$ cat src/design/eapg_pkg.sv
// Package for the ellipse arc point generator: sizes, register indexes,
// the CORDIC arctangent table and the angle folding helper. No dependencies.
`timescale 1ns / 1ps
`default_nettype none
package eapg_pkg;

	localparam int CORDIC_STAGES    = 16;
	localparam int DEFAULT_SEGMENTS = 64;
	localparam int DIV_BITS         = 45;
	localparam int LAT              = DIV_BITS + CORDIC_STAGES + 5;
	localparam int CW               = 34;
	localparam logic signed [CW-1:0] GAIN_INV = CW'(652032874);

	typedef enum logic [2:0] {
		REG_CENTER_X    = 3'd0,
		REG_CENTER_Y    = 3'd1,
		REG_SEMI_MAJOR  = 3'd2,
		REG_AXIS_RATIO  = 3'd3,
		REG_ROT_ANGLE   = 3'd4,
		REG_START_PARAM = 3'd5,
		REG_END_PARAM   = 3'd6,
		REG_SEG_COUNT   = 3'd7
	} reg_idx_t;

	typedef struct packed {
		logic signed [CW-1:0] z;
		logic                 flip;
	} fold_t;

	function automatic logic [31:0] atan_turn(input logic [4:0] i);
		logic [31:0] r;
		case (i)
			5'd0:  r = 32'h20000000;
			5'd1:  r = 32'h12E4051E;
			5'd2:  r = 32'h09FB385B;
			5'd3:  r = 32'h051111D4;
			5'd4:  r = 32'h028B0D43;
			5'd5:  r = 32'h0145D7E1;
			5'd6:  r = 32'h00A2F61E;
			5'd7:  r = 32'h00517C55;
			5'd8:  r = 32'h0028BE53;
			5'd9:  r = 32'h00145F2F;
			5'd10: r = 32'h000A2F98;
			5'd11: r = 32'h000517CC;
			5'd12: r = 32'h00028BE6;
			5'd13: r = 32'h000145F3;
			5'd14: r = 32'h0000A2FA;
			5'd15: r = 32'h0000517D;
			5'd16: r = 32'h000028BE;
			5'd17: r = 32'h0000145F;
			5'd18: r = 32'h00000A30;
			5'd19: r = 32'h00000518;
			5'd20: r = 32'h0000028C;
			5'd21: r = 32'h00000146;
			5'd22: r = 32'h000000A3;
			5'd23: r = 32'h00000051;
			5'd24: r = 32'h00000029;
			5'd25: r = 32'h00000014;
			5'd26: r = 32'h0000000A;
			5'd27: r = 32'h00000005;
			5'd28: r = 32'h00000003;
			5'd29: r = 32'h00000001;
			5'd30: r = 32'h00000001;
			default: r = 32'h00000000;
		endcase
		return r;
	endfunction

	// fold a turn angle into [-1/4, +1/4] turn, flip marks a half-turn shift
	function automatic fold_t fold_angle(input logic [31:0] ang);
		fold_t f;
		logic signed [CW-1:0] z;
		z = CW'($signed(ang));
		f.flip = 1'b0;
		f.z = z;
		if (z > $signed(CW'(34'sh040000000))) begin
			f.z = z - $signed(CW'(34'sh080000000));
			f.flip = 1'b1;
		end else if (z < -$signed(CW'(34'sh040000000))) begin
			f.z = z + $signed(CW'(34'sh080000000));
			f.flip = 1'b1;
		end
		return f;
	endfunction

endpackage
`default_nettype wire

$ cat src/design/eapg_div_cell.sv
// One restoring division cell: one quotient bit per cycle while en is high.
// Depends on eapg_pkg.
`timescale 1ns / 1ps
`default_nettype none
module eapg_div_cell (
	input  wire                            clk,
	input  wire                            en,
	input  wire  [11:0]                    den,
	input  wire  [11:0]                    rem_i,
	input  wire  [eapg_pkg::DIV_BITS-1:0]  num_i,
	input  wire  [31:0]                    quo_i,
	output logic [11:0]                    rem_o,
	output logic [eapg_pkg::DIV_BITS-1:0]  num_o,
	output logic [31:0]                    quo_o
);
	import eapg_pkg::*;

	logic [12:0] trial;
	logic        ge;

	assign trial = {rem_i, num_i[DIV_BITS-1]};
	assign ge    = trial >= {1'b0, den};

	always_ff @(posedge clk) begin
		if (en) begin
			rem_o <= ge ? 12'(trial - {1'b0, den}) : trial[11:0];
			num_o <= {num_i[DIV_BITS-2:0], 1'b0};
			quo_o <= {quo_i[30:0], ge};
		end
	end
endmodule
`default_nettype wire

$ cat config.mk
export PLATFORM = sky130hd
export DESIGN_NAME = eapg_div_cell
export DESIGN_NICKNAME = d
export VERILOG_FILES = /design/src/design/eapg_pkg.sv /design/src/design/eapg_div_cell.sv
export SDC_FILE = /design/constraint.sdc
export NUM_CORES = 1
export LEC_CHECK = 0
export ABC_AREA = 1
export BUFFER_PORTS_ARGS = -buffer_cell sky130_fd_sc_hd__buf_2
export CORE_MARGIN = 2
export CORE_UTILIZATION = 40
export DETAILED_ROUTE_END_ITERATION = 8
export PLACE_DENSITY = 0.82
export SYNTH_ARGS = -nofsm -noshare
export SYNTH_HDL_FRONTEND = slang
export SYNTH_SLANG_ARGS = --single-unit
export TNS_END_PERCENT = 30
$ cat constraint.sdc
create_clock -name clk -period 2.2 [get_ports clk]
set_input_delay 0.44 -clock clk [delete_from_list [all_inputs] [get_ports clk]]
set_output_delay 0.44 -clock clk [all_outputs]
set_load 0.005 [all_outputs]
==> flow_summary.yaml <==
clock_network:
  cts_tree: "built"
  clkTransAtPathRegs_ps: 90
  hold_buffers: 0
  numCtsBuffers: 9
  numClockSinks: 88
  post-cts-setup-buffers: 0
  cts-resized-gates: 0
  htreeDepth: 3
  clockBufferDepth: 2
  cts_root_buffer: "clkbuf_8"
run:
  maxCapViolations: 0
power_and_ir_drop:
  leakagePower_uw: 0.00241
  power_density_nw_per_um2: 727
  total_power_uw: 3650
  p_switching_uw: 931
  ir_drop_v: 0.000366
  power.internal_uw: 2720
  seqPwrFrac_pct: 56.0
  power.share.clock_pct: 27.8
  sw_frac_of_total_pct: 25.5
  pwr-share-comb_pct: 16.1
global_routing:
  grt_pass1_wl_mm: 12.8
  antenna_found_initial: 0
  grt_pass1_vias: 2667
  grt_usage_pct: 16.9
  overflow: 0
  grt_max_degree: 62
floorplanning:
  die-area_um2: 9970
  die-width_um: 99.9
  ios: 192
  chipHeight_um: 99.9
  design.core.area_um2: 8810
  std_cell_rows: 34
  start_util_pct: 41.7
final_layout:
  nets: 598
  drive_gt1_share_pct: 49.1
  areaGrowthSynthToFinish_pct: 36.7
  finalCoreUtilization_pct: 57.0
  n_antenna_cell: 0
synthesis:
  post-synth-top-area-cell: "edfxtp_1"
  synth_top_area_share_pct: 71.9
  synth-seq-cells: 88
  synthXorXnorAreaFrac_pct: 1.43
  ys.flop_type: "edfxtp_1"
  syn_nets: 389
  synthTopCellsByCount: "edfxtp_1, nand2_1, inv_1"
  synth_top_family_by_area: "simple AND/OR/NAND/NOR gates"
  syn_area_per_cell_um2: 13.5
  async_flop_share_pct: 0
  yosysWarnings: 0
  synth.area.top_cells: "edfxtp_1, nand2_1, inv_1"
  synth_compound_area_share_pct: 1.97
  synthMuxAreaShare_pct: 0
  yosysMostFrequentCell: "edfxtp_1"
  synth_fa_ha_area_share_pct: 4.63
  seq_area_frac_synth_pct: 71.9
  yosys.cell_types.count: 27
  postSynthCellCount: 273
  yosys.area_share.simple_pct: 14.6
  synth_area_um2: 3680
  synth_edf_count: 88
placement:
  gp_congestion: 0.852
  portBuffers: 189
  hpwl_mm: 7.01
routing:
  ant_nets: 0
  drt_iter0_drc: 88
  wl_per_cell_um: 14.6
  first_pass_iters: 4
  viasPerCell: 4.57
  num_vias: 2718
  drc: 0
  wl_mm: 8.72
timing:
  hold_viol: 0
  fin_crit_sh_pct: 78.9
  rsz0062_at_grt: "no"
  period_needed_ps: 1740
  slew_viol_final: 0
  clock.fmax_mhz: 576
  tns_ps: 0
  setup_viol: 0
min_path:
  hold_path_class: "in2reg"
  whs_path_depth: 1
  holdPathEnd: "num_o[8]"
  hold_start: "num_i[7]"
outcome:
  status: "finished clean"
worst_setup_path:
  cp_common_cell: "nand2_1"
  critPathBufInv: 3
  arrival_ps: 1840
  crit_path_top_delay_cell: "fa_1"
  critPathMaxFanout: 3
  critPathMaxStageDelay_ps: 410
  crit_family: "adder cells"
  cp-end-kind: "flip-flop"
  crit_chain: "buf_2, inv_1, ha_1, fa_1, inv_1, nand3_1, nand3_1, nand2_1, nand2_1, nand2_1, nand3_2, nand2_1"
  worst_setup_path_start_kind: "input pin"
  critPathKind: "in2reg"
  required_ps: 2300
## routing by layer
layer  GRT usage (%)  share of wire, %  up-vias
li1                -                 -     1346
met1            17.2                35     1273
met2            33.2                56       93
met3            4.74               7.7        6
met4            4.85              0.94        0
met5               0                 0        -
## per-stage QoR
step,instances,instance area (um^2),setup slack [ps],hold slack [ps]
after floorplan,273,3680,278,539
after global placement,579,4840,123,617
after detailed placement,579,4840,108,618
after CTS,595,5020,492,238
after global routing,595,5020,335,238
final,595,5020,464,265
## worst max path at each step
stage | from | end | slack [ps] | depth (start not counted)
after floorplan | den[8] | rem_o[6] | 280 | 11
after global placement | den[8] | rem_o[0] | 120 | 12
after detailed placement | den[8] | rem_o[1] | 110 | 12
after CTS | den[8] | rem_o[1] | 490 | 12
after global routing | num_i[44] | rem_o[8] | 340 | 12
final | num_i[44] | rem_o[8] | 460 | 12
## cell usage in the layout (no fill, tap or decap), drive strengths merged
master	count
o21ai	6
nor3	2
fa	1
edfxtp	88
nand3b	2
buf	200
ha	12
xnor2	1
clkinv	1
nand3	16
a21oi	4
conb	1
nand4	9
clkbuf	9
nand2	67
clkinvlp	2
xor2	5
inv	49
nor2	12
## power by group through the flow
stage | Clock [uW] | Combinational, uW | Sequential [uW]
after global routing | 1110 | 655 | 2060
after global placement | 0 | 584 | 2080
final | 1020 | 589 | 2050
after floorplan | 0 | 231 | 2110
after CTS | 1060 | 599 | 2050
after detailed placement | 0 | 596 | 2090
## final cells by class
cell class                 count  area [um^2]
timing repair buffer         200         1060
sequential                    88         2640
clock buffer                   9          124
fill                         717         3780
inverter                      45          169
multi-input combinational    138          837
tap                          108          135
clock inverter                 7         60.1
## logic make-up (layout without fill, tap and decap cells)
| family | Yosys count | after routing |
|---|---|---|
| AOI/OAI and AO/OA | 10 | 10 |
| xor gates and xnor gates | 6 | 6 |
| adders and majority gates | 13 | 13 |
| buffers and inverters | 47 | 261 |
| DFF | 88 | 88 |
| other | 1 | 1 |
| and+or+nand+nor | 108 | 108 |
## registers in the layout, indices dropped and copies added (netlist names)
name and flops:
quo_o 32, num_o 44, rem_o 12
(Power assumes the default switching activity.)
