===== src/design/eapg_pkg.sv =====
// Package for the ellipse arc point generator: sizes, register indexes,
// the CORDIC arctangent table and the angle folding helper. No dependencies.
`timescale 1ns / 1ps
`default_nettype none
package eapg_pkg;

	localparam int CORDIC_STAGES    = 16;
	localparam int DEFAULT_SEGMENTS = 64;
	localparam int DIV_BITS         = 45;
	localparam int LAT              = DIV_BITS + CORDIC_STAGES + 5;
	localparam int CW               = 34;
	localparam logic signed [CW-1:0] GAIN_INV = CW'(652032874);

	typedef enum logic [2:0] {
		REG_CENTER_X    = 3'd0,
		REG_CENTER_Y    = 3'd1,
		REG_SEMI_MAJOR  = 3'd2,
		REG_AXIS_RATIO  = 3'd3,
		REG_ROT_ANGLE   = 3'd4,
		REG_START_PARAM = 3'd5,
		REG_END_PARAM   = 3'd6,
		REG_SEG_COUNT   = 3'd7
	} reg_idx_t;

	typedef struct packed {
		logic signed [CW-1:0] z;
		logic                 flip;
	} fold_t;

	function automatic logic [31:0] atan_turn(input logic [4:0] i);
		logic [31:0] r;
		case (i)
			5'd0:  r = 32'h20000000;
			5'd1:  r = 32'h12E4051E;
			5'd2:  r = 32'h09FB385B;
			5'd3:  r = 32'h051111D4;
			5'd4:  r = 32'h028B0D43;
			5'd5:  r = 32'h0145D7E1;
			5'd6:  r = 32'h00A2F61E;
			5'd7:  r = 32'h00517C55;
			5'd8:  r = 32'h0028BE53;
			5'd9:  r = 32'h00145F2F;
			5'd10: r = 32'h000A2F98;
			5'd11: r = 32'h000517CC;
			5'd12: r = 32'h00028BE6;
			5'd13: r = 32'h000145F3;
			5'd14: r = 32'h0000A2FA;
			5'd15: r = 32'h0000517D;
			5'd16: r = 32'h000028BE;
			5'd17: r = 32'h0000145F;
			5'd18: r = 32'h00000A30;
			5'd19: r = 32'h00000518;
			5'd20: r = 32'h0000028C;
			5'd21: r = 32'h00000146;
			5'd22: r = 32'h000000A3;
			5'd23: r = 32'h00000051;
			5'd24: r = 32'h00000029;
			5'd25: r = 32'h00000014;
			5'd26: r = 32'h0000000A;
			5'd27: r = 32'h00000005;
			5'd28: r = 32'h00000003;
			5'd29: r = 32'h00000001;
			5'd30: r = 32'h00000001;
			default: r = 32'h00000000;
		endcase
		return r;
	endfunction

	// fold a turn angle into [-1/4, +1/4] turn, flip marks a half-turn shift
	function automatic fold_t fold_angle(input logic [31:0] ang);
		fold_t f;
		logic signed [CW-1:0] z;
		z = CW'($signed(ang));
		f.flip = 1'b0;
		f.z = z;
		if (z > $signed(CW'(34'sh040000000))) begin
			f.z = z - $signed(CW'(34'sh080000000));
			f.flip = 1'b1;
		end else if (z < -$signed(CW'(34'sh040000000))) begin
			f.z = z + $signed(CW'(34'sh080000000));
			f.flip = 1'b1;
		end
		return f;
	endfunction

endpackage
`default_nettype wire


===== src/design/eapg_cordic_cell.sv =====
// One CORDIC rotation cell, shift and arctangent set by its stage number.
// Depends on eapg_pkg.
`timescale 1ns / 1ps
`default_nettype none
module eapg_cordic_cell (
	input  wire                               clk,
	input  wire                               en,
	input  wire  [4:0]                        stage,
	input  wire  signed [eapg_pkg::CW-1:0]    x_i,
	input  wire  signed [eapg_pkg::CW-1:0]    y_i,
	input  wire  signed [eapg_pkg::CW-1:0]    z_i,
	output logic signed [eapg_pkg::CW-1:0]    x_o,
	output logic signed [eapg_pkg::CW-1:0]    y_o,
	output logic signed [eapg_pkg::CW-1:0]    z_o
);
	import eapg_pkg::*;

	logic signed [CW-1:0] xs, ys, at;

	assign xs = x_i >>> stage;
	assign ys = y_i >>> stage;
	assign at = $signed(CW'(atan_turn(stage)));

	always_ff @(posedge clk) begin
		if (en) begin
			if (!z_i[CW-1]) begin
				x_o <= x_i - ys;
				y_o <= y_i + xs;
				z_o <= z_i - at;
			end else begin
				x_o <= x_i + ys;
				y_o <= y_i - xs;
				z_o <= z_i + at;
			end
		end
	end
endmodule
`default_nettype wire


===== config.mk =====
export PLATFORM = sky130hd
export DESIGN_NAME = eapg_cordic_cell
export DESIGN_NICKNAME = d
export VERILOG_FILES = /design/src/design/eapg_pkg.sv /design/src/design/eapg_cordic_cell.sv
export SDC_FILE = /design/constraint.sdc
export NUM_CORES = 1
export LEC_CHECK = 0
export BUFFER_PORTS_ARGS = -buffer_cell sky130_fd_sc_hd__buf_4
export CORE_UTILIZATION = 63
export DETAILED_ROUTE_END_ITERATION = 6
export PLACE_DENSITY = 0.83
export SYNTH_ARGS = -nofsm -noshare
export SYNTH_HDL_FRONTEND = slang
export SYNTH_SLANG_ARGS = --single-unit

===== constraint.sdc =====
create_clock -name clk -period 13 [get_ports clk]
set_clock_uncertainty 0.15 [all_clocks]
set_input_delay 0 -clock clk [delete_from_list [all_inputs] [get_ports clk]]
set_output_delay 0 -clock clk [all_outputs]
set_load 0.02 [all_outputs]

==> results.rst <==
.. list-table::
   :header-rows: 1

   * - Metric
     - Value
   * - Number of setup buffers added after CTS
     - 0
   * - Initial Util
     - 0.648
   * - Run status
     - finished with violations
   * - Chip Height
     - between 150 and 200 um
   * - Number of enable flip-flop cells after synthesis
     - roughly 100
   * - Post-Route Hold Slack
     - 2.91 ps
   * - Leakage power summed over all cells
     - between 7 and 8 nW
   * - Via count of the first global-routing pass
     - ~16000
   * - Slowest-stage cell, CP
     - sky130_fd_sc_hd__clkinv_1
   * - Worst setup path endpoint
     - z_o[33]
   * - Sum of overflow across all layers after global routing
     - 0
   * - Die footprint
     - between 0.02 and 0.03 mm^2
   * - Final Net Count
     - between 2000 and 2500
   * - Iteration count of the initial detailed-routing pass
     - 7
   * - TritonCTS clock tree
     - built
   * - Detailed Place HPWL
     - ~42000 um
   * - Clock sink count
     - ~100
   * - Final standard cell utilization of the core
     - 0.725
   * - Global-route wire length before repair
     - just under 90000 um
   * - Detailed-route vias per instance
     - 7.18
   * - Max-slew violation total from the final report
     - 0
   * - Total nets after synthesis
     - 2001
   * - Average wire per standard cell
     - roughly 25 um
   * - Cell class contributing the biggest share of worst-path delay
     - compound AO/OA/AOI/OAI gates
   * - Setup TNS after final layout
     - 0 ps
   * - Maximum clock insertion buffer count
     - 2
   * - Drt drc
     - 3
   * - Area of the core region
     - approximately 0.025 mm^2
   * - Diode count
     - 0
   * - Count of state elements after synthesis
     - between 100 and 150
   * - Setup repair after global routing missed its margin
     - no
   * - CTS Root Cell
     - sky130_fd_sc_hd__clkbuf_16
   * - Worst min-delay path category
     - in2reg
   * - Crit. path cell count
     - 25
   * - Final Hold Vio Count
     - 0
   * - Violations in the final reports
     - DRC
   * - Crit path largest cell delay
     - 680 ps
   * - Count of buffering cells on the critical path with inverters included
     - 2
   * - Most used cells in the layout excluding fill and tap cells
     - sky130_fd_sc_hd__buf_4, sky130_fd_sc_hd__nand2_1, sky130_fd_sc_hd__a21oi_1
   * - Number of placement rows
     - between 50 and 60
   * - Sequential element share of the synthesized area
     - 0.193
   * - H-tree depth
     - 3
   * - Pin slew with the least headroom to its limit
     - about 1400 ps
   * - Synth warn
     - 0
   * - Number of standard cells after synthesis
     - 1779
   * - Fraction of final layout cells with drive strength greater than 1
     - 0.197
   * - Async SR Flop Fraction
     - 0
   * - Data arrival time of the critical path
     - around 7200 ps
   * - Remaining max-slew budget at the tightest pin
     - 0.0676
   * - Ratio of final minimum period to clock period
     - 0.556
   * - Mean post-synth cell area
     - between 8 and 9 um^2
   * - Element type at the critical path end
     - flip-flop
   * - Number of library cell types mapped by synthesis
     - 96
   * - Worst slack after detailed placement
     - around 5600 ps
   * - Number of vias in the routed layout
     - 16200
   * - Start point of the critical path
     - stage[0]
   * - Number of buffers added by the clock tree synthesis step
     - 9
   * - Time the final worst path needs with I/O delays and setup
     - 7220 ps
   * - I/O pins
     - between 200 and 250
   * - Number of antenna violations at the first check in global routing
     - 1
   * - Worst vdd rail ir drop
     - 0.0889 mV
   * - Top FF cell, synth
     - sky130_fd_sc_hd__edfxtp_1
   * - Power consumption
     - 2.02 mW
   * - Endpoints failing setup
     - 0
   * - DR iter-0 viols
     - roughly 2200
   * - Type of origin of the critical path
     - primary input
   * - Port bufs
     - between 200 and 250
   * - Die outline width
     - 161 um
   * - Post-route ant nets
     - 0
   * - Crit Path Class
     - in2reg
   * - Required time at the worst-slack endpoint
     - ~13000 ps
   * - Clock slew seen by the registers of the worst setup and hold paths
     - around 80 ps
   * - Final setup margin
     - between 5000 and 6000 ps
   * - Number of maximum-capacitance constraint violations
     - 0
   * - Largest net degree at the start of global routing
     - 84
   * - Power density over cell area
     - between 100 and 150 mW/mm^2
   * - GPL Wtd Cong
     - slightly above 1
   * - Most common cell after layout, fill and taps aside
     - sky130_fd_sc_hd__buf_4
   * - Signed area change from the synthesized netlist to the final layout
     - 12.0%
   * - Combined global-route utilization of all metal layers
     - 0.428
   * - Maximum frequency from static timing analysis
     - approximately 140 MHz
   * - Crit path max fanout
     - 74
   * - Total standard cell area after synthesis
     - ~0.016 mm^2
   * - Routed wire length
     - 55900 um
-- stage by stage --
step,cells,instance area [um^2]
after global placement,2222,17300
final,2254,17800
after CTS,2254,17800
after floorplan,1779,15900
after global routing,2254,17800
after detailed placement,2222,17300
-- flip-flops by register name, summed over array words and instances (netlist names) --
| name | count |
|---|---|
| z_o | 34 |
| x_o | 34 |
| y_o | 34 |
-- cells in the mapped netlist, types with 6 or more instances --
cell type,number,area [um^2]
sky130_fd_sc_hd__a21oi_1,156,781
sky130_fd_sc_hd__nor2b_1,26,163
sky130_fd_sc_hd__xnor2_1,108,946
sky130_fd_sc_hd__and3_1,24,150
sky130_fd_sc_hd__o221ai_1,8,70.1
sky130_fd_sc_hd__o31ai_1,10,75.1
sky130_fd_sc_hd__mux4_1,12,315
sky130_fd_sc_hd__a211oi_1,23,173
sky130_fd_sc_hd__nor2_1,149,559
sky130_fd_sc_hd__a31oi_1,32,200
sky130_fd_sc_hd__buf_4,7,52.6
sky130_fd_sc_hd__and2_1,16,100
sky130_fd_sc_hd__a21boi_0,9,67.6
sky130_fd_sc_hd__o21bai_1,16,120
sky130_fd_sc_hd__a21o_1,49,368
sky130_fd_sc_hd__edfxtp_1,102,3060
sky130_fd_sc_hd__inv_1,55,206
sky130_fd_sc_hd__mux2i_1,55,551
sky130_fd_sc_hd__buf_1,15,56.3
sky130_fd_sc_hd__mux4_2,83,1870
sky130_fd_sc_hd__nor3_1,25,125
sky130_fd_sc_hd__o22ai_1,22,138
sky130_fd_sc_hd__o21a_1,20,150
sky130_fd_sc_hd__ha_1,110,1380
sky130_fd_sc_hd__and4_1,6,52.6
sky130_fd_sc_hd__a22oi_1,17,128
sky130_fd_sc_hd__nand3_1,23,115
sky130_fd_sc_hd__or3_1,11,68.8
sky130_fd_sc_hd__o21ai_0,97,485
sky130_fd_sc_hd__buf_6,9,101
sky130_fd_sc_hd__nand2b_1,21,131
sky130_fd_sc_hd__a221oi_1,9,78.8
sky130_fd_sc_hd__mux2_2,32,360
sky130_fd_sc_hd__buf_2,16,80.1
sky130_fd_sc_hd__nand4_1,13,81.3
sky130_fd_sc_hd__clkbuf_1,43,161
sky130_fd_sc_hd__xor2_1,63,552
sky130_fd_sc_hd__clkbuf_8,8,110
sky130_fd_sc_hd__or2_2,6,37.5
sky130_fd_sc_hd__o211ai_1,11,82.6
sky130_fd_sc_hd__nand2_1,165,619
sky130_fd_sc_hd__a211o_1,7,61.3
-- worst min-delay path by stage --
stage / from / endpoint / slack [ps] / cells past startpoint
floorplan: en / x_o[0] / -40 / 0
global placement: z_i[0] / z_o[0] / 150 / 2
detailed placement: z_i[0] / z_o[0] / 160 / 2
CTS: z_i[12] / z_o[12] / 0.1 / 3
global route: z_i[20] / z_o[20] / 20 / 4
finish: z_i[7] / z_o[7] / 3 / 3
-- layout make-up --
type / count / area (um^2)
Fill cell: 1899 / 6740
Sequential cell: 102 / 3060
Clock inverter: 7 / 80.1
Inverter: 59 / 235
Multi-Input combinational cell: 1515 / 12000
Timing Repair Buffer: 238 / 1830
Tap cell: 324 / 405
Clock buffer: 9 / 225
-- where the power goes --
part	leakage, nW	total [mW]	internal (mW)	switching, mW
Clock	0.150	0.301	0.152	0.149
Sequential	0.999	0.518	0.491	0.0269
Combinational	6.31	1.20	0.498	0.703
Total	7.46	2.02	1.14	0.879
-- per-layer routing --
metal	vias to the layer above	GRT usage	share of wire
li1	7064	-	-
met4	0	0.240	0.061
met5	-	0	0
met1	7625	0.525	0.36
met2	1223	0.694	0.46
met3	267	0.102	0.12
-- cell families (layout without fill, tap and decap cells) --
| group | count (synthesis) | in the layout | synth area share |
|---|---|---|---|
| AO/OA/AOI/OAI | 536 | 536 | 0.218 |
| AND/OR/NAND/NOR | 512 | 512 | 0.154 |
| multiplexers | 182 | 182 | 0.195 |
| XOR/XNOR | 172 | 172 | 0.0958 |
| buffers and inverters | 162 | 313 | 0.0544 |
| adder cells (fa/ha/maj) | 113 | 113 | 0.0904 |
| flip-flops | 102 | 102 | 0.193 |
-- what timing repair did --
item                      in CTS  in global routing
resized for setup              0                  0
hold buffers                  16                  0
hold endpoints to repair      17                  0
Note: power is estimated with default switching activity, not from simulation.
